**config.mk**
```make
export PLATFORM = sky130hd
export DESIGN_NAME = detection_proposal_decode
export DESIGN_NICKNAME = d
export VERILOG_FILES = /design/src/hdl/dpd_pkg.sv /design/src/hdl/dpd_to_int.sv /design/src/hdl/dpd_corner.sv /design/src/hdl/detection_proposal_decode.sv
export SDC_FILE = /design/constraint.sdc
export NUM_CORES = 1
export LEC_CHECK = 0
export ABC_AREA = 1
export ABC_CLOCK_PERIOD_IN_PS = 4800
export BUFFER_PORTS_ARGS = -buffer_cell sky130_fd_sc_hd__buf_2
export CAP_MARGIN = 5
export CELL_PAD_IN_SITES_DETAIL_PLACEMENT = 0
export CELL_PAD_IN_SITES_GLOBAL_PLACEMENT = 1
export CORE_MARGIN = 4
export CORE_UTILIZATION = 25
export CTS_CLUSTER_SIZE = 16
export DETAILED_ROUTE_END_ITERATION = 12
export PLACE_DENSITY = 0.55
export SETUP_SLACK_MARGIN = 0.3
export SLEW_MARGIN = 20
export SYNTH_ARGS = -nofsm -noshare
export SYNTH_HDL_FRONTEND = slang
export SYNTH_HIERARCHICAL = 1
export SYNTH_SLANG_ARGS = --single-unit
```
**constraint.sdc**
```tcl
create_clock -name clk_i -period 4.8 [get_ports clk_i]
set_input_delay 0.48 -clock clk_i [delete_from_list [all_inputs] [get_ports clk_i]]
set_output_delay 0.48 -clock clk_i [all_outputs]
set_load 0.02 [all_outputs]
```
**src/hdl/dpd_pkg.sv**
```systemverilog
// Shared widths, register indexes and defaults for the detection proposal decoder.
package dpd_pkg;

  localparam int unsigned ELEM_W = 24;
  localparam int unsigned BOX_W = 16;
  localparam int unsigned CLASS_W = 8;
  localparam int unsigned COUNT_W = 8;
  localparam int unsigned THR_W = 9;
  localparam int unsigned CFG_W = 9;
  localparam int unsigned CFG_IDX_W = 1;
  localparam int unsigned THR_FRAC = 8;

  localparam int unsigned DEF_MAX_CLASSES = 80;
  localparam int unsigned DEF_FRACTION_BITS = 8;

  localparam logic [COUNT_W-1:0] RST_CLASS_COUNT = 8'd80;
  localparam logic [THR_W-1:0] RST_SCORE_THRESHOLD = 9'd128;

  localparam logic [COUNT_W-1:0] POS_CENTER_X = 8'd0;
  localparam logic [COUNT_W-1:0] POS_CENTER_Y = 8'd1;
  localparam logic [COUNT_W-1:0] POS_WIDTH = 8'd2;
  localparam logic [COUNT_W-1:0] POS_HEIGHT = 8'd3;
  localparam logic [COUNT_W-1:0] POS_OBJECT = 8'd4;
  localparam logic [COUNT_W-1:0] POS_FIRST_CLASS = 8'd5;

  typedef enum logic [CFG_IDX_W-1:0] {
    CFG_CLASS_COUNT = 1'b0,
    CFG_SCORE_THRESHOLD = 1'b1
  } cfg_index_e;

  typedef logic signed [BOX_W-1:0] box_t;
  typedef logic signed [ELEM_W-1:0] elem_t;

endpackage

```
**src/hdl/dpd_to_int.sv**
```systemverilog
// Fixed-point to integer conversion with truncation toward zero and 16-bit saturation.
module dpd_to_int #(
  parameter int unsigned FRACTION_BITS = dpd_pkg::DEF_FRACTION_BITS
) (
  input  dpd_pkg::elem_t value_i,
  output dpd_pkg::box_t  int_o
);
  import dpd_pkg::*;

  localparam int unsigned W = ELEM_W + 1;

  logic signed [W-1:0] biased;
  logic signed [W-1:0] shifted;
  logic                overflow;

  assign biased = W'(value_i) + (value_i[ELEM_W-1] ? W'((1 << FRACTION_BITS) - 1) : W'(0));
  assign shifted = biased >>> FRACTION_BITS;
  assign overflow = (shifted[W-1:BOX_W-1] != '0) && (shifted[W-1:BOX_W-1] != '1);

  always_comb begin
    if (overflow) begin
      int_o = shifted[W-1] ? box_t'({1'b1, {(BOX_W-1){1'b0}}}) : box_t'({1'b0, {(BOX_W-1){1'b1}}});
    end else begin
      int_o = box_t'(shifted[BOX_W-1:0]);
    end
  end

endmodule

```
**src/hdl/dpd_corner.sv**
```systemverilog
// Corner coordinate from an integer center and size, with 16-bit saturation.
module dpd_corner (
  input  dpd_pkg::box_t center_i,
  input  dpd_pkg::box_t size_i,
  output dpd_pkg::box_t corner_o
);
  import dpd_pkg::*;

  logic signed [BOX_W:0]   size_ext;
  logic signed [BOX_W:0]   half;
  logic signed [BOX_W+1:0] diff;
  logic                    overflow;

  assign size_ext = (BOX_W+1)'(size_i) + (BOX_W+1)'({1'b0, size_i[BOX_W-1]});
  assign half = size_ext >>> 1;
  assign diff = (BOX_W+2)'(center_i) - (BOX_W+2)'(half);
  assign overflow = (diff[BOX_W+1:BOX_W-1] != '0) && (diff[BOX_W+1:BOX_W-1] != '1);

  always_comb begin
    if (overflow) begin
      corner_o = diff[BOX_W+1] ? box_t'({1'b1, {(BOX_W-1){1'b0}}}) :
                                 box_t'({1'b0, {(BOX_W-1){1'b1}}});
    end else begin
      corner_o = box_t'(diff[BOX_W-1:0]);
    end
  end

endmodule

```
**src/hdl/detection_proposal_decode.sv**
```systemverilog
// Top level of the detection proposal decoder.
// The block takes one row element per cycle with no gaps needed between rows. Every
// element updates the row registers in the cycle it is transferred, and a kept row's result
// appears in the output register in the cycle after the row's last element. in_ready_o drops only
// while a result waits to be taken and the next element would end a row; all other elements
// keep flowing into the row registers.
module detection_proposal_decode #(
  parameter int unsigned MAX_CLASSES = dpd_pkg::DEF_MAX_CLASSES,
  parameter int unsigned FRACTION_BITS = dpd_pkg::DEF_FRACTION_BITS
) (
  input  logic                            clk_i,
  input  logic                            rst_ni,
  input  logic                            cfg_we_i,
  input  logic [dpd_pkg::CFG_IDX_W-1:0]   cfg_index_i,
  input  logic [dpd_pkg::CFG_W-1:0]       cfg_data_i,
  input  logic                            in_valid_i,
  output logic                            in_ready_o,
  input  logic signed [dpd_pkg::ELEM_W-1:0] element_value_i,
  output logic                            out_valid_o,
  input  logic                            out_ready_i,
  output logic signed [dpd_pkg::BOX_W-1:0] corner_x_o,
  output logic signed [dpd_pkg::BOX_W-1:0] corner_y_o,
  output logic signed [dpd_pkg::BOX_W-1:0] box_width_o,
  output logic signed [dpd_pkg::BOX_W-1:0] box_height_o,
  output logic signed [dpd_pkg::ELEM_W-1:0] objectness_o,
  output logic [dpd_pkg::CLASS_W-1:0]     best_class_o,
  output logic                            class_found_o
);
  import dpd_pkg::*;

  localparam int unsigned CMP_W = ELEM_W + THR_W + FRACTION_BITS + 2;
  localparam logic [COUNT_W-1:0] MAX_COUNT = COUNT_W'(MAX_CLASSES);

  logic [COUNT_W-1:0] class_count_q;
  logic [THR_W-1:0]   threshold_q;

  logic [COUNT_W-1:0] pos_q, pos_d;
  box_t               cx_q, cx_d, cy_q, cy_d, w_q, w_d, h_q, h_d;
  elem_t              obj_q, obj_d, best_q, best_d;
  logic [CLASS_W-1:0] idx_q, idx_d;
  logic               found_q, found_d;

  logic                   out_valid_q;
  box_t                   corner_x_q, corner_y_q, box_width_q, box_height_q;
  elem_t                  objectness_q;
  logic [CLASS_W-1:0]     best_class_q;
  logic                   class_found_q;

  logic [COUNT_W-1:0] count_eff;
  logic [COUNT_W-1:0] last_pos;
  logic               is_last;
  logic               accept;
  logic               keep;
  box_t               conv;
  box_t               corner_x_c, corner_y_c;
  logic signed [CMP_W-1:0] lhs, rhs;

  assign count_eff = (class_count_q > MAX_COUNT) ? MAX_COUNT : class_count_q;
  assign last_pos = count_eff + POS_OBJECT;
  assign is_last = pos_q >= last_pos;
  assign in_ready_o = !out_valid_q || out_ready_i || !is_last;
  assign accept = in_valid_i && in_ready_o;

  dpd_to_int #(
    .FRACTION_BITS(FRACTION_BITS)
  ) u_to_int (
    .value_i(element_value_i),
    .int_o  (conv)
  );

  always_comb begin
    cx_d = cx_q;
    cy_d = cy_q;
    w_d = w_q;
    h_d = h_q;
    obj_d = obj_q;
    best_d = best_q;
    idx_d = idx_q;
    found_d = found_q;
    unique case (pos_q)
      POS_CENTER_X: cx_d = conv;
      POS_CENTER_Y: cy_d = conv;
      POS_WIDTH: w_d = conv;
      POS_HEIGHT: h_d = conv;
      POS_OBJECT: obj_d = element_value_i;
      default: begin
        if (element_value_i > best_q) begin
          best_d = element_value_i;
          idx_d = CLASS_W'(pos_q - POS_FIRST_CLASS);
          found_d = 1'b1;
        end
      end
    endcase
    pos_d = pos_q + COUNT_W'(1);
  end

  dpd_corner u_corner_x (
    .center_i(cx_d),
    .size_i  (w_d),
    .corner_o(corner_x_c)
  );

  dpd_corner u_corner_y (
    .center_i(cy_d),
    .size_i  (h_d),
    .corner_o(corner_y_c)
  );

  assign lhs = CMP_W'(obj_d) <<< THR_FRAC;
  assign rhs = CMP_W'(threshold_q) << FRACTION_BITS;
  assign keep = lhs > rhs;

  always_ff @(posedge clk_i or negedge rst_ni) begin
    if (!rst_ni) begin
      class_count_q <= RST_CLASS_COUNT;
      threshold_q <= RST_SCORE_THRESHOLD;
    end else if (cfg_we_i) begin
      unique case (cfg_index_e'(cfg_index_i))
        CFG_CLASS_COUNT: class_count_q <= cfg_data_i[COUNT_W-1:0];
        CFG_SCORE_THRESHOLD: threshold_q <= cfg_data_i[THR_W-1:0];
        default: ;
      endcase
    end
  end

  always_ff @(posedge clk_i or negedge rst_ni) begin
    if (!rst_ni) begin
      pos_q <= '0;
      cx_q <= '0;
      cy_q <= '0;
      w_q <= '0;
      h_q <= '0;
      obj_q <= '0;
      best_q <= '0;
      idx_q <= '0;
      found_q <= 1'b0;
    end else if (accept) begin
      if (is_last) begin
        pos_q <= '0;
        cx_q <= '0;
        cy_q <= '0;
        w_q <= '0;
        h_q <= '0;
        obj_q <= '0;
        best_q <= '0;
        idx_q <= '0;
        found_q <= 1'b0;
      end else begin
        pos_q <= pos_d;
        cx_q <= cx_d;
        cy_q <= cy_d;
        w_q <= w_d;
        h_q <= h_d;
        obj_q <= obj_d;
        best_q <= best_d;
        idx_q <= idx_d;
        found_q <= found_d;
      end
    end
  end

  always_ff @(posedge clk_i or negedge rst_ni) begin
    if (!rst_ni) begin
      out_valid_q <= 1'b0;
    end else if (accept && is_last) begin
      out_valid_q <= keep;
    end else if (out_ready_i) begin
      out_valid_q <= 1'b0;
    end
  end

  always_ff @(posedge clk_i) begin
    if (accept && is_last) begin
      corner_x_q <= corner_x_c;
      corner_y_q <= corner_y_c;
      box_width_q <= w_d;
      box_height_q <= h_d;
      objectness_q <= obj_d;
      best_class_q <= found_d ? idx_d : '0;
      class_found_q <= found_d;
    end
  end

  assign out_valid_o = out_valid_q;
  assign corner_x_o = corner_x_q;
  assign corner_y_o = corner_y_q;
  assign box_width_o = box_width_q;
  assign box_height_o = box_height_q;
  assign objectness_o = objectness_q;
  assign best_class_o = best_class_q;
  assign class_found_o = class_found_q;

endmodule

```
Yosys cells after proc, flatten, opt, wreduce, memory -nomap -nowiden

Index checks and enable logic that the tools add are counted.

$add $sub $neg: 8
$lt $le $gt $ge: 4
Equality and inequality tests: 8
Multiplexer cells: 30
Bitwise operators: 1
Reductions and logical operators: 19

Operators with widths:

| operator                                                                         | number |
|---|---|
| 16-bit 2-to-1 mux                                                                | 14 |
| 24-bit 2-to-1 mux                                                                | 5 |
| 8-bit 2-to-1 mux                                                                 | 6 |
| 16-bit by 2-bit adder with 17-bit output                                         | 2 |
| 16-bit by 16-bit subtractor with 17-bit output                                   | 2 |
| 32-bit by 18-bit greater-than comparator with 1-bit output                       | 1 |
| 24-bit by 9-bit adder with 25-bit output                                         | 1 |
| 24-bit greater-than comparator                                                   | 1 |
| 8-bit by 2-bit == test with 1-bit output (second input constant)                 | 2 |
| 10-bit inequality test (second input constant)                                   | 1 |
| 10-bit nonzero test                                                              | 1 |
| 8-bit by 1-bit adder with 8-bit output (second input constant)                   | 1 |
| 8-bit by 3-bit adder with 8-bit output (second input constant)                   | 1 |
| 8-bit by 1-bit == test with 1-bit output (second input constant)                 | 1 |
| 8-bit by 3-bit == test with 1-bit output (second input constant)                 | 1 |
| 8-bit >= comparator                                                              | 1 |
| 8-bit by 7-bit greater-than comparator with 1-bit output (second input constant) | 1 |
| 8-bit zero test                                                                  | 1 |
| 8-bit by 3-bit subtractor with 8-bit output (second input constant)              | 1 |
| 3-bit inequality test (second input constant)                                    | 2 |
| 3-bit nonzero test                                                               | 2 |
| 1-bit logical AND                                                                | 5 |
| 1-bit 2-to-1 mux                                                                 | 5 |
| 5-bit OR reduction                                                               | 1 |
| other kinds (7)                                                                  | 11 |

Flip-flop bits (word level): 244
Input bits: 39
Output and inout bits: 99
Logic and storage cells: 89

Logic depth before layout (Yosys ltp)

Word-level depth: 11
Gate-level depth with buffers: 36
Depth with buffers taken out: 34

Hierarchy

Netlist, hierarchy kept.

By module, submodules not included:

| module                    | instances | cells each | area each (um^2) | seq. area each (um^2) |
|---|---|---|---|---|
| detection_proposal_decode | 1         | 1113       | 11111.9          | 6595.1 |
| dpd_corner                | 2         | 249        | 1432.6           | 0.0 |
| dpd_to_int                | 1         | 222        | 1103.6           | 0.0 |

Worst setup path before layout

No wires, ideal clock.

Path kind: input port to flip-flop
From: input port element_value_i[7] (netlist name)
To: register corner_x_q[11] (netlist: corner_x_o[11]) (data pin)
Setup time: 253 ps
Data arrival time: 4260 ps
Required time: 4547 ps
Slack: 287 ps
Stages on the path: 31
Path buffers: 1
Cells stage by stage: ha_1 > nand2_1 > inv_1 > nand2_1 > nand3_1 > inv_1 > nand2_1 > a31oi_1 > inv_1 > o21ai_0 > nand2_1 > inv_1 > ha_1 > nand4_1 > nor2_1 > nand3_1 > nor3_2 > nand2_1 > xor2_1 > ha_1 > nand2_2 > inv_2 > nand2_1 > nand2_1 > a21oi_2 > nand3_2 > nand2_4 > nand2_4 > buf_12 > nand2_2 > nand2_1

Cells in the longest elaborated chain, start to end: 10
Elaborated cells between the ends (all ways): 15
Those cells by class: 3 x add/sub; 2 x eq/ne; 6 x mux; 4 x reduce/logical

RTL lines:

| what                                                                 | line                             | source |
|---|---|---|
| start, declared                                                      | detection_proposal_decode.sv:18  | `input logic signed [dpd_pkg::ELEM_W-1:0] element_value_i,` |
| 24-bit by 9-bit adder with 25-bit output *                           | dpd_to_int.sv:16                 | `assign biased = W'(value_i) + (value_i[ELEM_W-1] ? W'((1 << FRACTION_BITS) - 1) : W'(0));` |
| 10-bit inequality test / 10-bit nonzero test (equally long branches) | dpd_to_int.sv:18                 | `assign overflow = (shifted[W-1:BOX_W-1] != '0) && (shifted[W-1:BOX_W-1] != '1);` |
| 1-bit logical AND                                                    | dpd_to_int.sv:18                 |  |
| 16-bit 2-to-1 mux *                                                  | dpd_to_int.sv:21                 | `if (overflow) begin` |
| net conv[15]                                                         | detection_proposal_decode.sv:54  | `box_t conv;` |
| 16-bit 2-to-1 mux *                                                  | detection_proposal_decode.sv:80  | `unique case (pos_q)` |
| net w_d[15]                                                          | detection_proposal_decode.sv:38  | `box_t cx_q, cx_d, cy_q, cy_d, w_q, w_d, h_q, h_d;` |
| 16-bit by 2-bit adder with 17-bit output *                           | dpd_corner.sv:14                 | `assign size_ext = (BOX_W+1)'(size_i) + (BOX_W+1)'({1'b0, size_i[BOX_W-1]});` |
| 16-bit by 16-bit subtractor with 17-bit output *                     | dpd_corner.sv:16                 | `assign diff = (BOX_W+2)'(center_i) - (BOX_W+2)'(half);` |
| 3-bit inequality test / 3-bit nonzero test (equally long branches)   | dpd_corner.sv:17                 | `assign overflow = (diff[BOX_W+1:BOX_W-1] != '0) && (diff[BOX_W+1:BOX_W-1] != '1);` |
| 1-bit logical AND                                                    | dpd_corner.sv:17                 |  |
| 16-bit 2-to-1 mux *                                                  | dpd_corner.sv:20                 | `if (overflow) begin` |
| net corner_x_c[11]                                                   | detection_proposal_decode.sv:55  | `box_t corner_x_c, corner_y_c;` |
| end signal, assigned                                                 | detection_proposal_decode.sv:174 | `corner_x_q <= corner_x_c;` |
| end, declared                                                        | detection_proposal_decode.sv:44  | `box_t corner_x_q, corner_y_q, box_width_q, box_height_q;` |

Mark *: on every way through the listed nets, which the timed path passes. The rest lies on a longest branch.
A chain may end at the register's enable or synchronous reset.

Worst setup path in the final report

From: input port element_value_i[23] (netlist name)
To: register corner_x_q[5] (netlist: corner_x_o[5]) (data pin)

Cells in the longest elaborated chain, start to end: 11
Elaborated cells between the ends (all ways): 16
Those cells by class: 3 x add/sub; 2 x eq/ne; 7 x mux; 4 x reduce/logical

RTL lines:

| what                                                                 | line |
|---|---|
| 8-bit 2-to-1 mux                                                     | dpd_to_int.sv:16 |
| 24-bit by 9-bit adder with 25-bit output *                           | dpd_to_int.sv:16 |
| 10-bit inequality test / 10-bit nonzero test (equally long branches) | dpd_to_int.sv:18 |
| 1-bit logical AND                                                    | dpd_to_int.sv:18 |
| 16-bit 2-to-1 mux *                                                  | dpd_to_int.sv:21 |
| net conv[5]                                                          | detection_proposal_decode.sv:54 |
| 16-bit 2-to-1 mux *                                                  | detection_proposal_decode.sv:80 |
| net w_d[5]                                                           | detection_proposal_decode.sv:38 |
| 16-bit by 2-bit adder with 17-bit output *                           | dpd_corner.sv:14 |
| 16-bit by 16-bit subtractor with 17-bit output *                     | dpd_corner.sv:16 |
| 3-bit inequality test / 3-bit nonzero test (equally long branches)   | dpd_corner.sv:17 |
| 1-bit logical AND                                                    | dpd_corner.sv:17 |
| 16-bit 2-to-1 mux *                                                  | dpd_corner.sv:20 |
| net corner_x_c[5]                                                    | detection_proposal_decode.sv:55 |

Marked as above.

==> results_dict.tcl <==
set metrics [dict create \
    slew_violations 0 \
    yosysSeqAreaShare_pct 43.7 \
    drt-pass1-iter-count 5 \
    multi_input_area_sq_um 7610 \
    worst_clock_skew_ns 0.0167 \
    slew-limit-headroom_pct 29.9 \
    drt-vias-per-instance 4.43 \
    die_area_sq_um 64300 \
    cts.root.buffer_cell "clkbuf_16" \
    core_region_area_sq_um 59400 \
    cpMostUsedCell "nand2_1" \
    synth_area_per_cell_sq_um 8.23 \
    rows 89 \
    fill_cells 6288 \
    cp.required_ns 5.13 \
    drc_errors 0 \
    grt_pass1_wl_um 72800 \
    path_class "in -> reg" \
    yosysWarnings 6 \
    htreeDepth 1 \
    endpoint_kind "flip-flop" \
    final-setup-viol-count 0 \
    drt_iter0_drc 606 \
    io_pins 138 \
    finalCriticalPeriod_ns 4.22 \
    synth_area_leaders "dfrtp_1, edfxtp_1, nand2_1" \
    grt_pass1_vias 12800 \
    cts_buffers 30 \
    vias 13100 \
    critPathArrivalTime_ns 4.55 \
    synth_area_sq_um 15100 \
    status "finished clean" \
    critPathMaxStageDelay_ns 0.37 \
    wl_per_cell_um 15.9 \
    regArea_sq_um 6600 \
    maxCapViolations 0 \
    netlist-cell-type-count 46 \
    min_path_type "in -> reg" \
    syn_to_final_growth_pct 29.8 \
    fp.dieW_um 254 \
    synth_nets 1961 \
    yosys.area.top_type "dfrtp_1" \
    cp-start-kind "primary input" \
    ant_nets 0 \
    start_util_pct 25.4 \
    finalNetCount 2288 \
    drive_above_1_share_pct 26.8 \
    fmax_ghz 0.237 \
    tightest_slew_ns 1.05 \
    layout_commonest_cell "nand2_1" \
    final-hold-violation-count 0 \
    place_congestion 0.846 \
    clk_path_buf_depth 3 \
    grt_overflow_total 0 \
    synth_top_area_share_pct 23.9 \
    grt_max_degree 82 \
    place_hpwl_um 34800 \
    wl_um 47000 \
    rsz0062_at_grt "true" \
    fin_util_pct 33.0 \
    cts_tree "done" \
    final_cell_mix "nand2_1, inv_1, buf_4" \
    tns_ns 0 \
    worst_skew_pair.late_latency_ns 0.58 \
    synthCells 1833 \
    antenna_found_initial 1 \
    path_max_fanout 10 \
    cts.clk_slew.worst_paths_ns 0.06 \
    fin_crit_sh_pct 88.0 \
    track_usage_pct 14.2 \
    io_buffer_count 137 \
    crit_path_top_delay_cell "ha_1" \
    cts_sinks 244 \
    die-height_um 254 \
    synth_seq_cells 244 \
]
[Yosys cell counts (all sizes together)]
master	instances
conb	1
fa	2
xnor2	12
o21bai	10
nand3	131
ha	87
a21oi	41
nand4	28
dfrtp	144
clkinv	1
xor2	31
buf	29
clkbuf	26
o21a	3
nor4	2
nor2	98
nand3b	8
edfxtp	97
bufbuf	1
nor3b	2
nand2	564
dfstp	3
nor3	28
inv	258
o21ai	147
a22o	67
or2	7
a31oi	4
a21o	1
[state kept, by name, indices dropped and copies added, names as in the netlist, 9 cells and up]
name	count
best_q	24
box_height_o	16
box_width_o	16
corner_x_o	16
corner_y_o	16
cx_q	16
cy_q	16
h_q	16
obj_q	24
objectness_o	24
threshold_q	9
w_q	16
[per-stage QoR]
| stage | cell area, sq um | worst slack, ns | hold slack, ns | cells |
|---|---|---|---|---|
| after global routing | 19600 | 0.250 | 0.118 | 2957 |
| final | 19600 | 0.575 | 0.135 | 2958 |
| after global placement | 17900 | -0.325 | 0.462 | 2881 |
| after CTS | 19000 | 0.309 | 0.101 | 2938 |
| after detailed placement | 17900 | -0.382 | 0.466 | 2881 |
| after floorplan | 15100 | 0.287 | 0.184 | 1833 |
[worst max-delay path: cells and delay by family]
kind / cells / cell delay [ns]
buffers and inverters: 8 / 1.05
adder cells (fa/ha/maj): 2 / 0.65
AO/OA/AOI/OAI: 2 / 0.35
AND/OR/NAND/NOR: 16 / 1.84
XOR/XNOR: 1 / 0.15
[kinds of logic (layout without fill, tap and decap cells)]
logic type,after synthesis,after routing,synth area share (%)
AND/OR/NAND/NOR,868,870,26.5
flip-flops,244,244,43.7
XOR/XNOR,43,43,2.50
AO/OA/AOI/OAI,273,273,11.2
buffers and inverters,315,664,8.60
adder cells (fa/ha/maj),89,89,7.48
other,1,2,0.0249
[path summary, 6_finish.rpt]
kind,to,depth (start not counted),startpoint,slack (ns)
setup / recovery,corner_x_o[5],29,element_value_i[23],0.58
hold / removal,class_count_q[6],3,cfg_data_i[6],0.14
setup reg to reg,corner_x_o[14],21,pos_q[4],0.60
hold reg to reg,idx_q[7],2,idx_q[7],0.48
max in group asynchronous,cx_q[14],3,rst_ni,3.38
min in group asynchronous,class_count_q[7],2,rst_ni,0.49
[timing repair]
action | CTS | global route
pin swaps | 0 | 31
endpoints found under the hold margin | 69 | 0
resized for setup | 7 | 90
gates cloned | 0 | 3
setup endpoints to repair | 21 | 32
hold buffers | 1 | 0
buffers inserted | 0 | 16
[layer usage]
metal | vias to the layer above | global-route usage (%) | wire (um)
met5 | - | 0 | 0
met4 | 0 | 2.93 | 941
met3 | 47 | 2.25 | 1860
met2 | 219 | 22.9 | 21500
met1 | 6134 | 20.1 | 22800
li1 | 6698 | - | -
[layout make-up]
class / count / area share (%)
Clock buffer: 47 / 4.57
Clock inverter: 9 / 0.677
Sequential cell: 244 / 33.7
Tap cell: 773 / 4.94
Multi-Input combinational cell: 1276 / 38.9
Timing Repair Buffer: 349 / 12.2
Antenna cell: 1 / 0.0128
Inverter: 259 / 5.02
Power is not shown: default switching activity piles up to over one toggle a cycle in this logic, so the estimate is an artifact.
